## src/design/rbhi_pkg.sv

```systemverilog
// Shared types, codes and sizes for the row-band binned hit index.
package rbhi_pkg;

    localparam int MAX_RECTS_DEF = 1024;
    localparam int NUM_BANDS_DEF = 64;
    localparam int EPB_DEF       = 64;

    localparam int COORD_W   = 24;
    localparam int BH_W      = 12;
    localparam int SCROLL_W  = 23;
    localparam int IDX_OUT_W = 10;
    // Widest nonnegative value that is divided by the band height.
    localparam int DVD_W     = 25;

    localparam logic [BH_W-1:0] BH_RESET = 12'd64;

    localparam logic [1:0] REQ_INSERT = 2'd0;
    localparam logic [1:0] REQ_QUERY  = 2'd1;
    localparam logic [1:0] REQ_CLEAR  = 2'd2;

    localparam logic [1:0] ST_OK         = 2'd0;
    localparam logic [1:0] ST_TABLE_FULL = 2'd1;
    localparam logic [1:0] ST_BAND_ERR   = 2'd2;

    localparam logic [1:0] CFG_BAND_HEIGHT = 2'd0;
    localparam logic [1:0] CFG_ORIGIN_X    = 2'd1;
    localparam logic [1:0] CFG_ORIGIN_Y    = 2'd2;
    localparam logic [1:0] CFG_SCROLL      = 2'd3;

    typedef struct packed {
        logic [1:0]                req_type;
        logic signed [COORD_W-1:0] rect_x;
        logic signed [COORD_W-1:0] rect_y;
        logic signed [COORD_W-1:0] rect_w;
        logic signed [COORD_W-1:0] rect_h;
        logic                      spans_height;
        logic                      is_fixed;
        logic                      is_link;
        logic signed [COORD_W-1:0] point_x;
        logic signed [COORD_W-1:0] point_y;
    } t_req;

    typedef struct packed {
        logic [1:0]           status;
        logic                 hit;
        logic [IDX_OUT_W-1:0] rect_index;
    } t_resp;

    typedef struct packed {
        logic signed [COORD_W-1:0] left;
        logic signed [COORD_W-1:0] top;
        logic signed [COORD_W-1:0] width;
        logic signed [COORD_W-1:0] height;
        logic                      link;
    } t_rect;

endpackage

```

## src/design/rbhi_div.sv

```systemverilog
// Bit-serial restoring divider that maps a coordinate to its band number.
module rbhi_div (
    input  logic                         i_clk,
    input  logic                         i_rst_n,
    input  logic                         i_start,
    input  logic [rbhi_pkg::DVD_W-1:0]   i_dividend,
    input  logic [rbhi_pkg::BH_W-1:0]    i_divisor,
    output logic                         o_done,
    output logic [rbhi_pkg::DVD_W-1:0]   o_quotient
);
    import rbhi_pkg::*;

    localparam int CNT_W = $clog2(DVD_W + 1);

    logic             r_busy;
    logic             r_done;
    logic [CNT_W-1:0] r_cnt;
    logic [BH_W-1:0]  r_rem;
    logic [BH_W-1:0]  r_div;
    logic [DVD_W-1:0] r_q;
    logic [BH_W:0]    trial;
    logic [BH_W:0]    diff;
    logic             fits;

    // One quotient bit per cycle; the dividend shifts out as the quotient shifts in.
    assign trial = {r_rem, r_q[DVD_W-1]};
    assign fits  = trial >= {1'b0, r_div};
    assign diff  = trial - {1'b0, r_div};

    always_ff @(posedge i_clk) begin
        if (!i_rst_n) begin
            r_busy <= 1'b0;
            r_done <= 1'b0;
            r_cnt  <= '0;
        end else begin
            r_done <= 1'b0;
            if (i_start) begin
                r_busy <= 1'b1;
                r_cnt  <= CNT_W'(DVD_W);
            end else if (r_busy) begin
                r_cnt <= r_cnt - 1'b1;
                if (r_cnt == CNT_W'(1)) begin
                    r_busy <= 1'b0;
                    r_done <= 1'b1;
                end
            end
        end
    end

    always_ff @(posedge i_clk) begin
        if (i_start) begin
            r_q   <= i_dividend;
            r_rem <= '0;
            r_div <= i_divisor;
        end else if (r_busy) begin
            r_rem <= fits ? diff[BH_W-1:0] : trial[BH_W-1:0];
            r_q   <= {r_q[DVD_W-2:0], fits};
        end
    end

    assign o_done     = r_done;
    assign o_quotient = r_q;

endmodule

```

## config.mk

```make
export PLATFORM = sky130hd
export DESIGN_NAME = rbhi_div
export DESIGN_NICKNAME = d
export VERILOG_FILES = /design/src/design/rbhi_pkg.sv /design/src/design/rbhi_div.sv
export SDC_FILE = /design/constraint.sdc
export NUM_CORES = 1
export LEC_CHECK = 0
export BUFFER_PORTS_ARGS = -buffer_cell sky130_fd_sc_hd__buf_2
export CORE_AREA = 3 3 95 97
export CTS_BUF_LIST = sky130_fd_sc_hd__clkbuf_8
export DETAILED_ROUTE_END_ITERATION = 12
export DIE_AREA = 0 0 98 100
export GPL_TIMING_DRIVEN = 0
export PLACE_DENSITY_LB_ADDON = 0.08
export SLEW_MARGIN = 0
export SYNTH_ARGS = -nofsm -noshare
export SYNTH_HDL_FRONTEND = slang
export SYNTH_SLANG_ARGS = --single-unit
```

## constraint.sdc

```tcl
create_clock -name i_clk -period 1.8 [get_ports i_clk]
set_input_delay 0 -clock i_clk [delete_from_list [all_inputs] [get_ports i_clk]]
set_output_delay 0 -clock i_clk [all_outputs]
set_load 0.05 [all_outputs]
```

==> results of run 1 <==
## cell families after synthesis
group	count (synthesis)
flops	56
xor+xnor	11
simple gates	58
mux	34
fa+ha+maj	15
buf+inv	27
compound gates	50
## state kept, by name, indices dropped and copies added (netlist names)
register,count
r_busy,1
r_cnt,5
r_div,12
o_done,1
o_quotient,25
r_rem,12
## final timing paths
path                            cells past startpoint  slack (ns)        to     start
worst max register to register                     10       -0.33  r_rem[6]  r_div[8]
worst min register to register                      2        0.51  r_cnt[1]  r_cnt[1]
worst min-delay path                                1        0.17  r_div[8]   i_start
worst max-delay path                               10       -0.33  r_rem[6]  r_div[8]
## per-stage QoR
stage / TNS, ns / util, % / instance area (um2) / instances
4_1_cts: -2.59 / 53.0 / 4350 / 482
6_report: -3.61 / 54.4 / 4470 / 488
5_1_grt: -4.98 / 54.4 / 4470 / 488
2_1_floorplan: -3.72 / - / 3010 / 251
3_5_place_dp: -4.81 / 42.2 / 3460 / 421
3_3_place_gp: -4.92 / 42.2 / 3460 / 421
## power by group through the flow
stage / registers (uW) / logic, uW / clock network (uW)
3_3_place_gp: 1590 / 851 / 0
2_1_floorplan: 1800 / 439 / 0
3_5_place_dp: 1590 / 852 / 0
6_report: 1580 / 1140 / 1020
5_1_grt: 1590 / 1230 / 1080
4_1_cts: 1580 / 1080 / 1050
## layer usage
metal | vias to the layer above | track usage [%] | routed length, um
met3 | 6 | 2.92 | 311
li1 | 1182 | - | -
met5 | - | 0 | 0
met4 | 0 | 4.15 | 80
met2 | 52 | 27.1 | 3730
met1 | 1119 | 20.5 | 3440
## critical path, stage by stage (launching register included)
cell	delay (ns)
edfxtp_1	0.36
inv_2	0.05
ha_4	0.29
nand4_1	0.18
a211oi_2	0.30
a21oi_2	0.12
nor2_4	0.16
buf_12	0.13
buf_8	0.12
mux2i_2	0.22
a211oi_2	0.09
## timing repair
item / in CTS / in global routing
gates resized for setup: 39 / 18
endpoints found under the setup margin: 13 / 38
hold buffers: 38 / 0
buffers inserted: 15 / 7
cloned: 1 / 1
endpoints found under the hold margin: 43 / 0
pin swaps: 20 / 15
## placed cells by master, fill, tap and decap left out, types with 9 or more instances in the layout
cell	Yosys	routed
buf_2	0	65
buf_4	1	18
dfxtp_1	19	17
dlygate4sd3_1	0	38
edfxtp_1	37	37
ha_4	0	11
inv_1	20	13
mux2_2	25	25
nand2_1	15	13
nor2_1	18	17
xor2_1	9	9
## area by class of cell
cell class                      instances  area, um2  share of cell area, %
Inverter                               20       78.8                   1.76
Timing Repair Buffer                  123        892                   20.0
Sequential cell                        56       1490                   33.4
Clock buffer                            5       68.8                   1.54
Clock inverter                          3       68.8                   1.54
Tap cell                              105        131                   2.94
Multi-Input combinational cell        168       1660                   37.0
Timing Repair inverter                  1       7.51                  0.168
Buffer                                  7       71.3                   1.60
==> flow_metrics.tcl, run 1 <==
set metrics [dict create \
    outcome "finished with violations" \
    violations "setup timing" \
    p_int_uw 2580 \
    endpoint_kind "flop" \
    p_sw_uw 1160 \
    fin_ws_ns -0.332 \
    drc 0 \
    die_area_um2 9800 \
    vias 2359 \
    synth_warnings 0 \
    htreeDepth 2 \
    rows 33 \
    fin_crit_sh_pct 118 \
    antennaDiodeCount 0 \
    required_ns 2.01 \
    fin_crit_ns 2.13 \
    nFillCells 709 \
    core_area_um2 8220 \
    first_iter_violations 45 \
    p_per_area_nw_per_um2 837 \
    io_buffer_count 65 \
    gp_congestion 0.753 \
    drtAntennaViolNets 0 \
    hold_violations 0 \
    synth_nets 306 \
    via_per_inst 4.83 \
    startpoint_type "flop" \
    synth_area_um2 2960 \
    cts_buffers 5 \
    max_slew_margin_pct 60.4 \
    synth-simple-area-share_pct 9.90 \
    ys_seq_elements 56 \
    timing.hold.ws_ns 0.171 \
    worstPathArrival_ns 2.34 \
    cts_root_buf "clkbuf_8" \
    setup_violations 13 \
    sequentialPowerShare_pct 42.1 \
    max_cap_violations 0 \
    async_reset_ff_share_pct 0 \
    synth-compound-area-share_pct 12.1 \
    finalWirelength_um 7570 \
    netlist_instances 251 \
    cts_tree "yes" \
    ios 66 \
    gr-total-overflow 0 \
    netlist_top_cells_count "edfxtp_1 (37), mux2_2 (25), inv_1 (20)" \
    start_util_pct 36.0 \
    finalNetCount 437 \
    p_comb_share_pct 30.5 \
    synthTopCellsByArea "edfxtp_1 (38%), dfxtp_1 (13%), mux2_2 (9.5%)" \
    clockBufferDepth 2 \
    pre_cts_ws_ns -0.425 \
    fmax_ghz 0.469 \
    wl_per_cell_um 15.5 \
    p_clk_share_pct 27.3 \
    synth_top_area_cell "edfxtp_1" \
    rsz0062_at_grt "yes" \
    clk_latency_ns 0.32 \
    syn_avg_cell_area_um2 11.8 \
    worstMarginPinSlew_ns 0.594 \
    synth_ff_type "edfxtp_1" \
    grt_pass1_vias 2503 \
    fin_skew_ns 0.0102 \
    die_h_um 100 \
    synthMuxAreaShare_pct 12.7 \
    area_delta_synth_final_pct 51.1 \
    crit_type "flop to flop" \
    power_leakage_uw 0.00178 \
    synth_adder_area_share_pct 6.60 \
    gr-usage-all-layers_pct 15.8 \
    drive_gt1_share_pct 48.6 \
    synth-edff-count 37 \
    post-dp-hpwl_um 4720 \
    peakVddDrop_uv 479 \
    grt_pass1_wl_um 12500 \
    hold_path.class "primary input to flop" \
    swShare_pct 31.1 \
    total_power_uw 3740 \
    clock-sinks 56 \
    synth_top_family_by_area "multiplexers" \
    clkTransAtPathRegs_ns 0.11 \
    yosysMostFrequentCell "edfxtp_1" \
    antenna_found_initial 0 \
    ys_seq_area_share_pct 50.4 \
    synth-xor-area-share_pct 3.26 \
    cp_max_fo 5 \
    synth_cell_types 49 \
    synth.top_cell.area_share_pct 37.6 \
    drt-pass1-iter-count 4 \
    dieWidth_um 98 \
    grt_start_max_net_pins 26 \
    drv_slew 0 \
]
Power figures use the tool's default switching activity.
==> inputs of run 2 (changes only) <==
- SETUP_SLACK_MARGIN: unset -> 0.2
==> run 2 against run 1 <==
The flow still finishes with violations (setup timing). Flip-flop and latch count unchanged. First-iteration DRC count up 33%. Clock-buffer cell count unchanged. Hold slack improved by 0.00050 ns. Critical endpoint unchanged. Largest power group unchanged.
==> flow_metrics.tcl, run 2 (synthesized netlist as in run 1, its figures left out) <==
set metrics [dict create \
    outcome "finished with violations" \
    violations "setup timing" \
    cts_tree "yes" \
    required_ns 2.01 \
    cp_max_fo 5 \
    most-common-layout-cells "buf_2 (65), dlygate4sd3_1 (38), edfxtp_1 (37)" \
    final_common_cell "buf_2" \
    p_per_area_nw_per_um2 834 \
    hold_violations 0 \
    clock-sinks 56 \
    regArea_um2 1490 \
    antennaDiodeCount 0 \
    htreeDepth 2 \
    grt_start_max_net_pins 19 \
    fin_crit_sh_pct 118 \
    drive_gt1_share_pct 46.8 \
    grt_pass1_vias 2523 \
    reg2reg_from "r_div[8]" \
    fin_ws_ns -0.326 \
    dieWidth_um 98 \
    die_h_um 100 \
    sequentialPowerShare_pct 42.4 \
    drc 0 \
    antenna_found_initial 0 \
    peakVddDrop_uv 441 \
    min_path_cells 1 \
    die_area_um2 9800 \
    p_clk_share_pct 27.3 \
    gp_congestion 0.753 \
    stdcell_area_um2 4450 \
    setup_violations 13 \
    place_area_um2 3460 \
    nFillCells 703 \
    via_per_inst 4.84 \
    p_int_uw 2570 \
    drv_slew 0 \
    ios 66 \
    rows 33 \
    cts_root_buf "clkbuf_8" \
    max_cap_violations 0 \
    fin_skew_ns 0.00970 \
    power_leakage_uw 0.00178 \
    gr-total-overflow 0 \
    pre_cts_ws_ns -0.425 \
    largest_reg_flops 25 \
    vias 2371 \
    clk_latency_ns 0.31 \
    p_sw_uw 1140 \
    drt-pass1-iter-count 4 \
    grt_pass1_wl_um 12600 \
    endpoint_kind "flop" \
    worstPathArrival_ns 2.33 \
    post-dp-hpwl_um 4720 \
    wl_per_cell_um 15.1 \
    first_iter_violations 60 \
    cp-startpoint "r_div[8]" \
    start_util_pct 36.0 \
    r2r_cells 10 \
    clkTransAtPathRegs_ns 0.11 \
    p_comb_share_pct 30.3 \
    worstMarginPinSlew_ns 0.572 \
    core_area_um2 8220 \
    hold_path.class "primary input to flop" \
    finalNetCount 439 \
    rsz0062_at_grt "yes" \
    clockBufferDepth 2 \
    drtAntennaViolNets 0 \
    crit_type "flop to flop" \
    startpoint_type "flop" \
    gr-usage-all-layers_pct 15.9 \
    fin_crit_ns 2.13 \
    fmax_ghz 0.470 \
    area_delta_synth_final_pct 50.4 \
    timing.hold.ws_ns 0.171 \
    min_from "i_start" \
    cts_buffers 5 \
    swShare_pct 30.7 \
    finalWirelength_um 7420 \
    multiInputGateArea_um2 1620 \
    io_buffer_count 65 \
    max_slew_margin_pct 61.9 \
]
## run 2: path summary, 6_finish.rpt
kind	end	slack (ns)
max reg2reg	r_rem[6]	-0.33
max	r_rem[6]	-0.33
min	r_div[10]	0.17
min reg2reg	r_cnt[1]	0.51
## run 2: layer usage
metal	GRT usage (%)	routed length [um]	vias to the layer above
met1	20.6	3410	1123
met2	27.6	3610	52
met4	4.15	80	0
li1	-	-	1190
met3	2.71	319	6
met5	0	0	-
## run 2: area by class of cell
class	count	area share, %
buffer	7	1.60
clock buffer	5	1.55
clock inverter	3	1.55
inverter	20	1.77
multi-input combinational	168	36.3
sequential	56	33.6
tap	105	2.96
timing repair buffer	125	20.5
timing repair inverter	1	0.169
## run 2: worst max-delay path: stages, from the launching register on
cell and delay [ns]:
edfxtp_1 0.36, inv_2 0.05, ha_4 0.29, nand4_1 0.18, a211oi_2 0.31, a21oi_2 0.12, nor2_4 0.16, buf_12 0.13
buf_8 0.12, mux2i_2 0.22, a211oi_2 0.09
## run 2: stage by stage
stage          setup TNS [ns]  util [%]  power [uW]  std cells
2_1_floorplan           -3.72         -        2240        251
3_3_place_gp            -4.92      42.2        2440        421
3_5_place_dp            -4.81      42.2        2450        421
4_1_cts                 -2.61      53.4        3720        486
5_1_grt                 -4.85      54.1        3880        490
6_report                -3.48      54.1        3710        490
## run 2: timing repair
action,in CTS,in global routing
endpoints found under the setup margin,38,13
endpoints found under the hold margin,43,0
cloned,2,0
resized for setup,42,6
hold buffers,38,0
buffers inserted,17,4
pin swaps,20,10
## run 2: power by group through the flow
stage	Sequential, uW	Clock (uW)	Combinational, uW
floorplan	1800	0	439
global placement	1590	0	851
detailed placement	1590	0	852
CTS	1570	1050	1100
global route	1590	1070	1210
finish	1570	1010	1120
==> inputs of run 3 (changes only) <==
- GPL_TIMING_DRIVEN: 0 -> unset
- REMOVE_ABC_BUFFERS: unset -> 1
==> run 3 against run 2 <==
The flow still finishes with violations (setup timing). Power down 7.1%. Clock-buffer cell count unchanged. Non-clock buffer count up 27. Clock power down 28%. Critical path depth unchanged. Combinational power about the same. Final cell count up 5.3%. Setup slack better by 0.14 ns. Register-to-register slack better by 0.14 ns. Die area unchanged. Critical endpoint unchanged.
==> flow_metrics.tcl, run 3 (synthesized netlist as in run 1, its figures left out) <==
set metrics [dict create \
    clockBufferDepth 2 \
    gp_congestion 0.837 \
    violations "setup timing" \
    first_iter_violations 52 \
    grt_start_max_net_pins 25 \
    fin_crit_sh_pct 110 \
    cts_root_buf "clkbuf_8" \
    post-route-util_pct 55.1 \
    drc 0 \
    ios 66 \
    vias 2397 \
    worstMarginPinSlew_ns 0.454 \
    stdcell_area_um2 4530 \
    gr-usage-all-layers_pct 14.7 \
    clk_latency_ns 0.31 \
    fmax_ghz 0.505 \
    antennaDiodeCount 0 \
    drive_gt1_share_pct 48.9 \
    timing.hold.ws_ns 0.161 \
    min_path_cells 1 \
    hold_path.class "primary input to flop" \
    fin_cells 516 \
    cts_tree "yes" \
    critPathSlowestCell "edfxtp_1" \
    grt_pass1_wl_um 11800 \
    p_per_area_nw_per_um2 761 \
    reg2reg_slack_ns -0.18 \
    core_area_um2 8220 \
    power_leakage_uw 0.00190 \
    r2r_cells 10 \
    worstPathArrival_ns 2.22 \
    rsz0062_at_grt "yes" \
    area_delta_synth_final_pct 53.2 \
    htreeDepth 2 \
    startpoint_type "flop" \
    drt-pass1-iter-count 4 \
    setup_violations 13 \
    worst-path-buf-inv 2 \
    clkTransAtPathRegs_ns 0.11 \
    drv_slew 0 \
    finalWirelength_um 7090 \
    antenna_found_initial 0 \
    min_from "i_start" \
    max_cap_violations 0 \
    min_to "r_div[2]" \
    grt_pass1_vias 2490 \
    max_slew_margin_pct 69.7 \
    cp_top_family "compound AO/OA/AOI/OAI gates" \
    post-dp-hpwl_um 4850 \
    die_h_um 100 \
    pre_cts_ws_ns -0.411 \
    reg2reg_from "o_quotient[24]" \
    placed_cells 459 \
    place_area_um2 3720 \
    crit_type "flop to flop" \
    drtAntennaViolNets 0 \
    gr-total-overflow 0 \
    hold_violations 0 \
    required_ns 2.04 \
    start_util_pct 36.0 \
    endpoint_kind "flop" \
    final_common_cell "buf_2" \
    io_buffer_count 65 \
    finalNetCount 465 \
    most-common-layout-cells "buf_2 (65), buf_4 (51), dlygate4sd3_1 (38)" \
    fin_skew_ns 0.00760 \
    wl_per_cell_um 13.7 \
    crit_chain "inv_2, ha_4, fa_2, nand2b_4, a21oi_4, o311a_4, buf_6, a21oi_2, mux2i_1, a211oi_2" \
    fin_ws_ns -0.181 \
    cts_buffers 5 \
    crit_path_max_incr_delay_ns 0.43 \
    timing.rr.end "r_rem[6]" \
    rows 33 \
    cp_max_fo 4 \
    die_area_um2 9800 \
    dieWidth_um 98 \
    outcome "finished with violations" \
    largest_reg_flops 25 \
    peakVddDrop_uv 447 \
    clock-sinks 56 \
    via_per_inst 4.65 \
    fin_crit_ns 1.98 \
]
run 3: cell types whose count changed in the layout (fill, tap and decap cells not counted), moves of 3 or more:
cell,before,now
a21oi_2,4,7
buf_4,19,51
clkbuf_8,8,5
o21ai_1,4,1
run 3: cell type report:
type | count | area (um2)
clock buffer | 5 | 68.8
clock inverter | 3 | 21.3
fill | 724 | 3690
inverter | 20 | 75.1
multi-input combinational | 168 | 1570
sequential | 56 | 1490
tap | 105 | 131
timing repair buffer | 159 | 1170
run 3: repair_timing:
| item | in CTS | in global routing |
|---|---|---|
| pin swaps | 17 | 18 |
| setup buffers | 7 | 4 |
| hold buffers | 38 | 0 |
| endpoints found under the hold margin | 43 | 0 |
| gates resized for setup | 35 | 14 |
| endpoints found under the setup margin | 13 | 13 |
run 3: how the worst max path moves through the flow:
stage | from | end | slack, ns | cells after the start
finish | o_quotient[24] | r_rem[6] | -0.18 | 10
global route | r_div[1] | o_quotient[0] | -0.30 | 8
CTS | o_quotient[24] | r_rem[10] | -0.24 | 9
detailed placement | o_quotient[24] | r_rem[10] | -0.41 | 8
global placement | o_quotient[24] | r_rem[10] | -0.29 | 8
floorplan | o_quotient[24] | r_rem[10] | -0.58 | 8
run 3: metal layers:
metal	vias to the layer above	GRT usage [%]	part of all wire [%]	wire [um]
met2	45	25.0	48	3380
met3	2	3.41	3.9	278
met5	-	0	0	0
met4	0	2.88	0.47	33
met1	1121	19.2	48	3400
li1	1229	-	-	-
run 3: per-stage QoR:
| step | setup TNS (ns) | power [uW] |
|---|---|---|
| final | -1.92 | 3440 |
| after global placement | -2.77 | 2530 |
| after global routing | -3.47 | 3650 |
| after CTS | -2.49 | 3450 |
| after floorplan | -5.17 | 2180 |
| after detailed placement | -3.49 | 2530 |
run 3: report_power, final:
group | leakage (uW) | internal [uW] | switching, uW
combinational | 0.00133 | 540 | 607
clock | 0.0000503 | 281 | 444
sequential | 0.000525 | 1500 | 71.8
total | 0.00190 | 2320 | 1120
run 3: worst register-to-register path: stages (launching register included):
cell	delay (ns)
edfxtp_1	0.43
inv_2	0.10
ha_4	0.14
fa_2	0.20
nand2b_4	0.14
a21oi_4	0.05
o311a_4	0.34
buf_6	0.12
a21oi_2	0.09
mux2i_1	0.09
a211oi_2	0.20
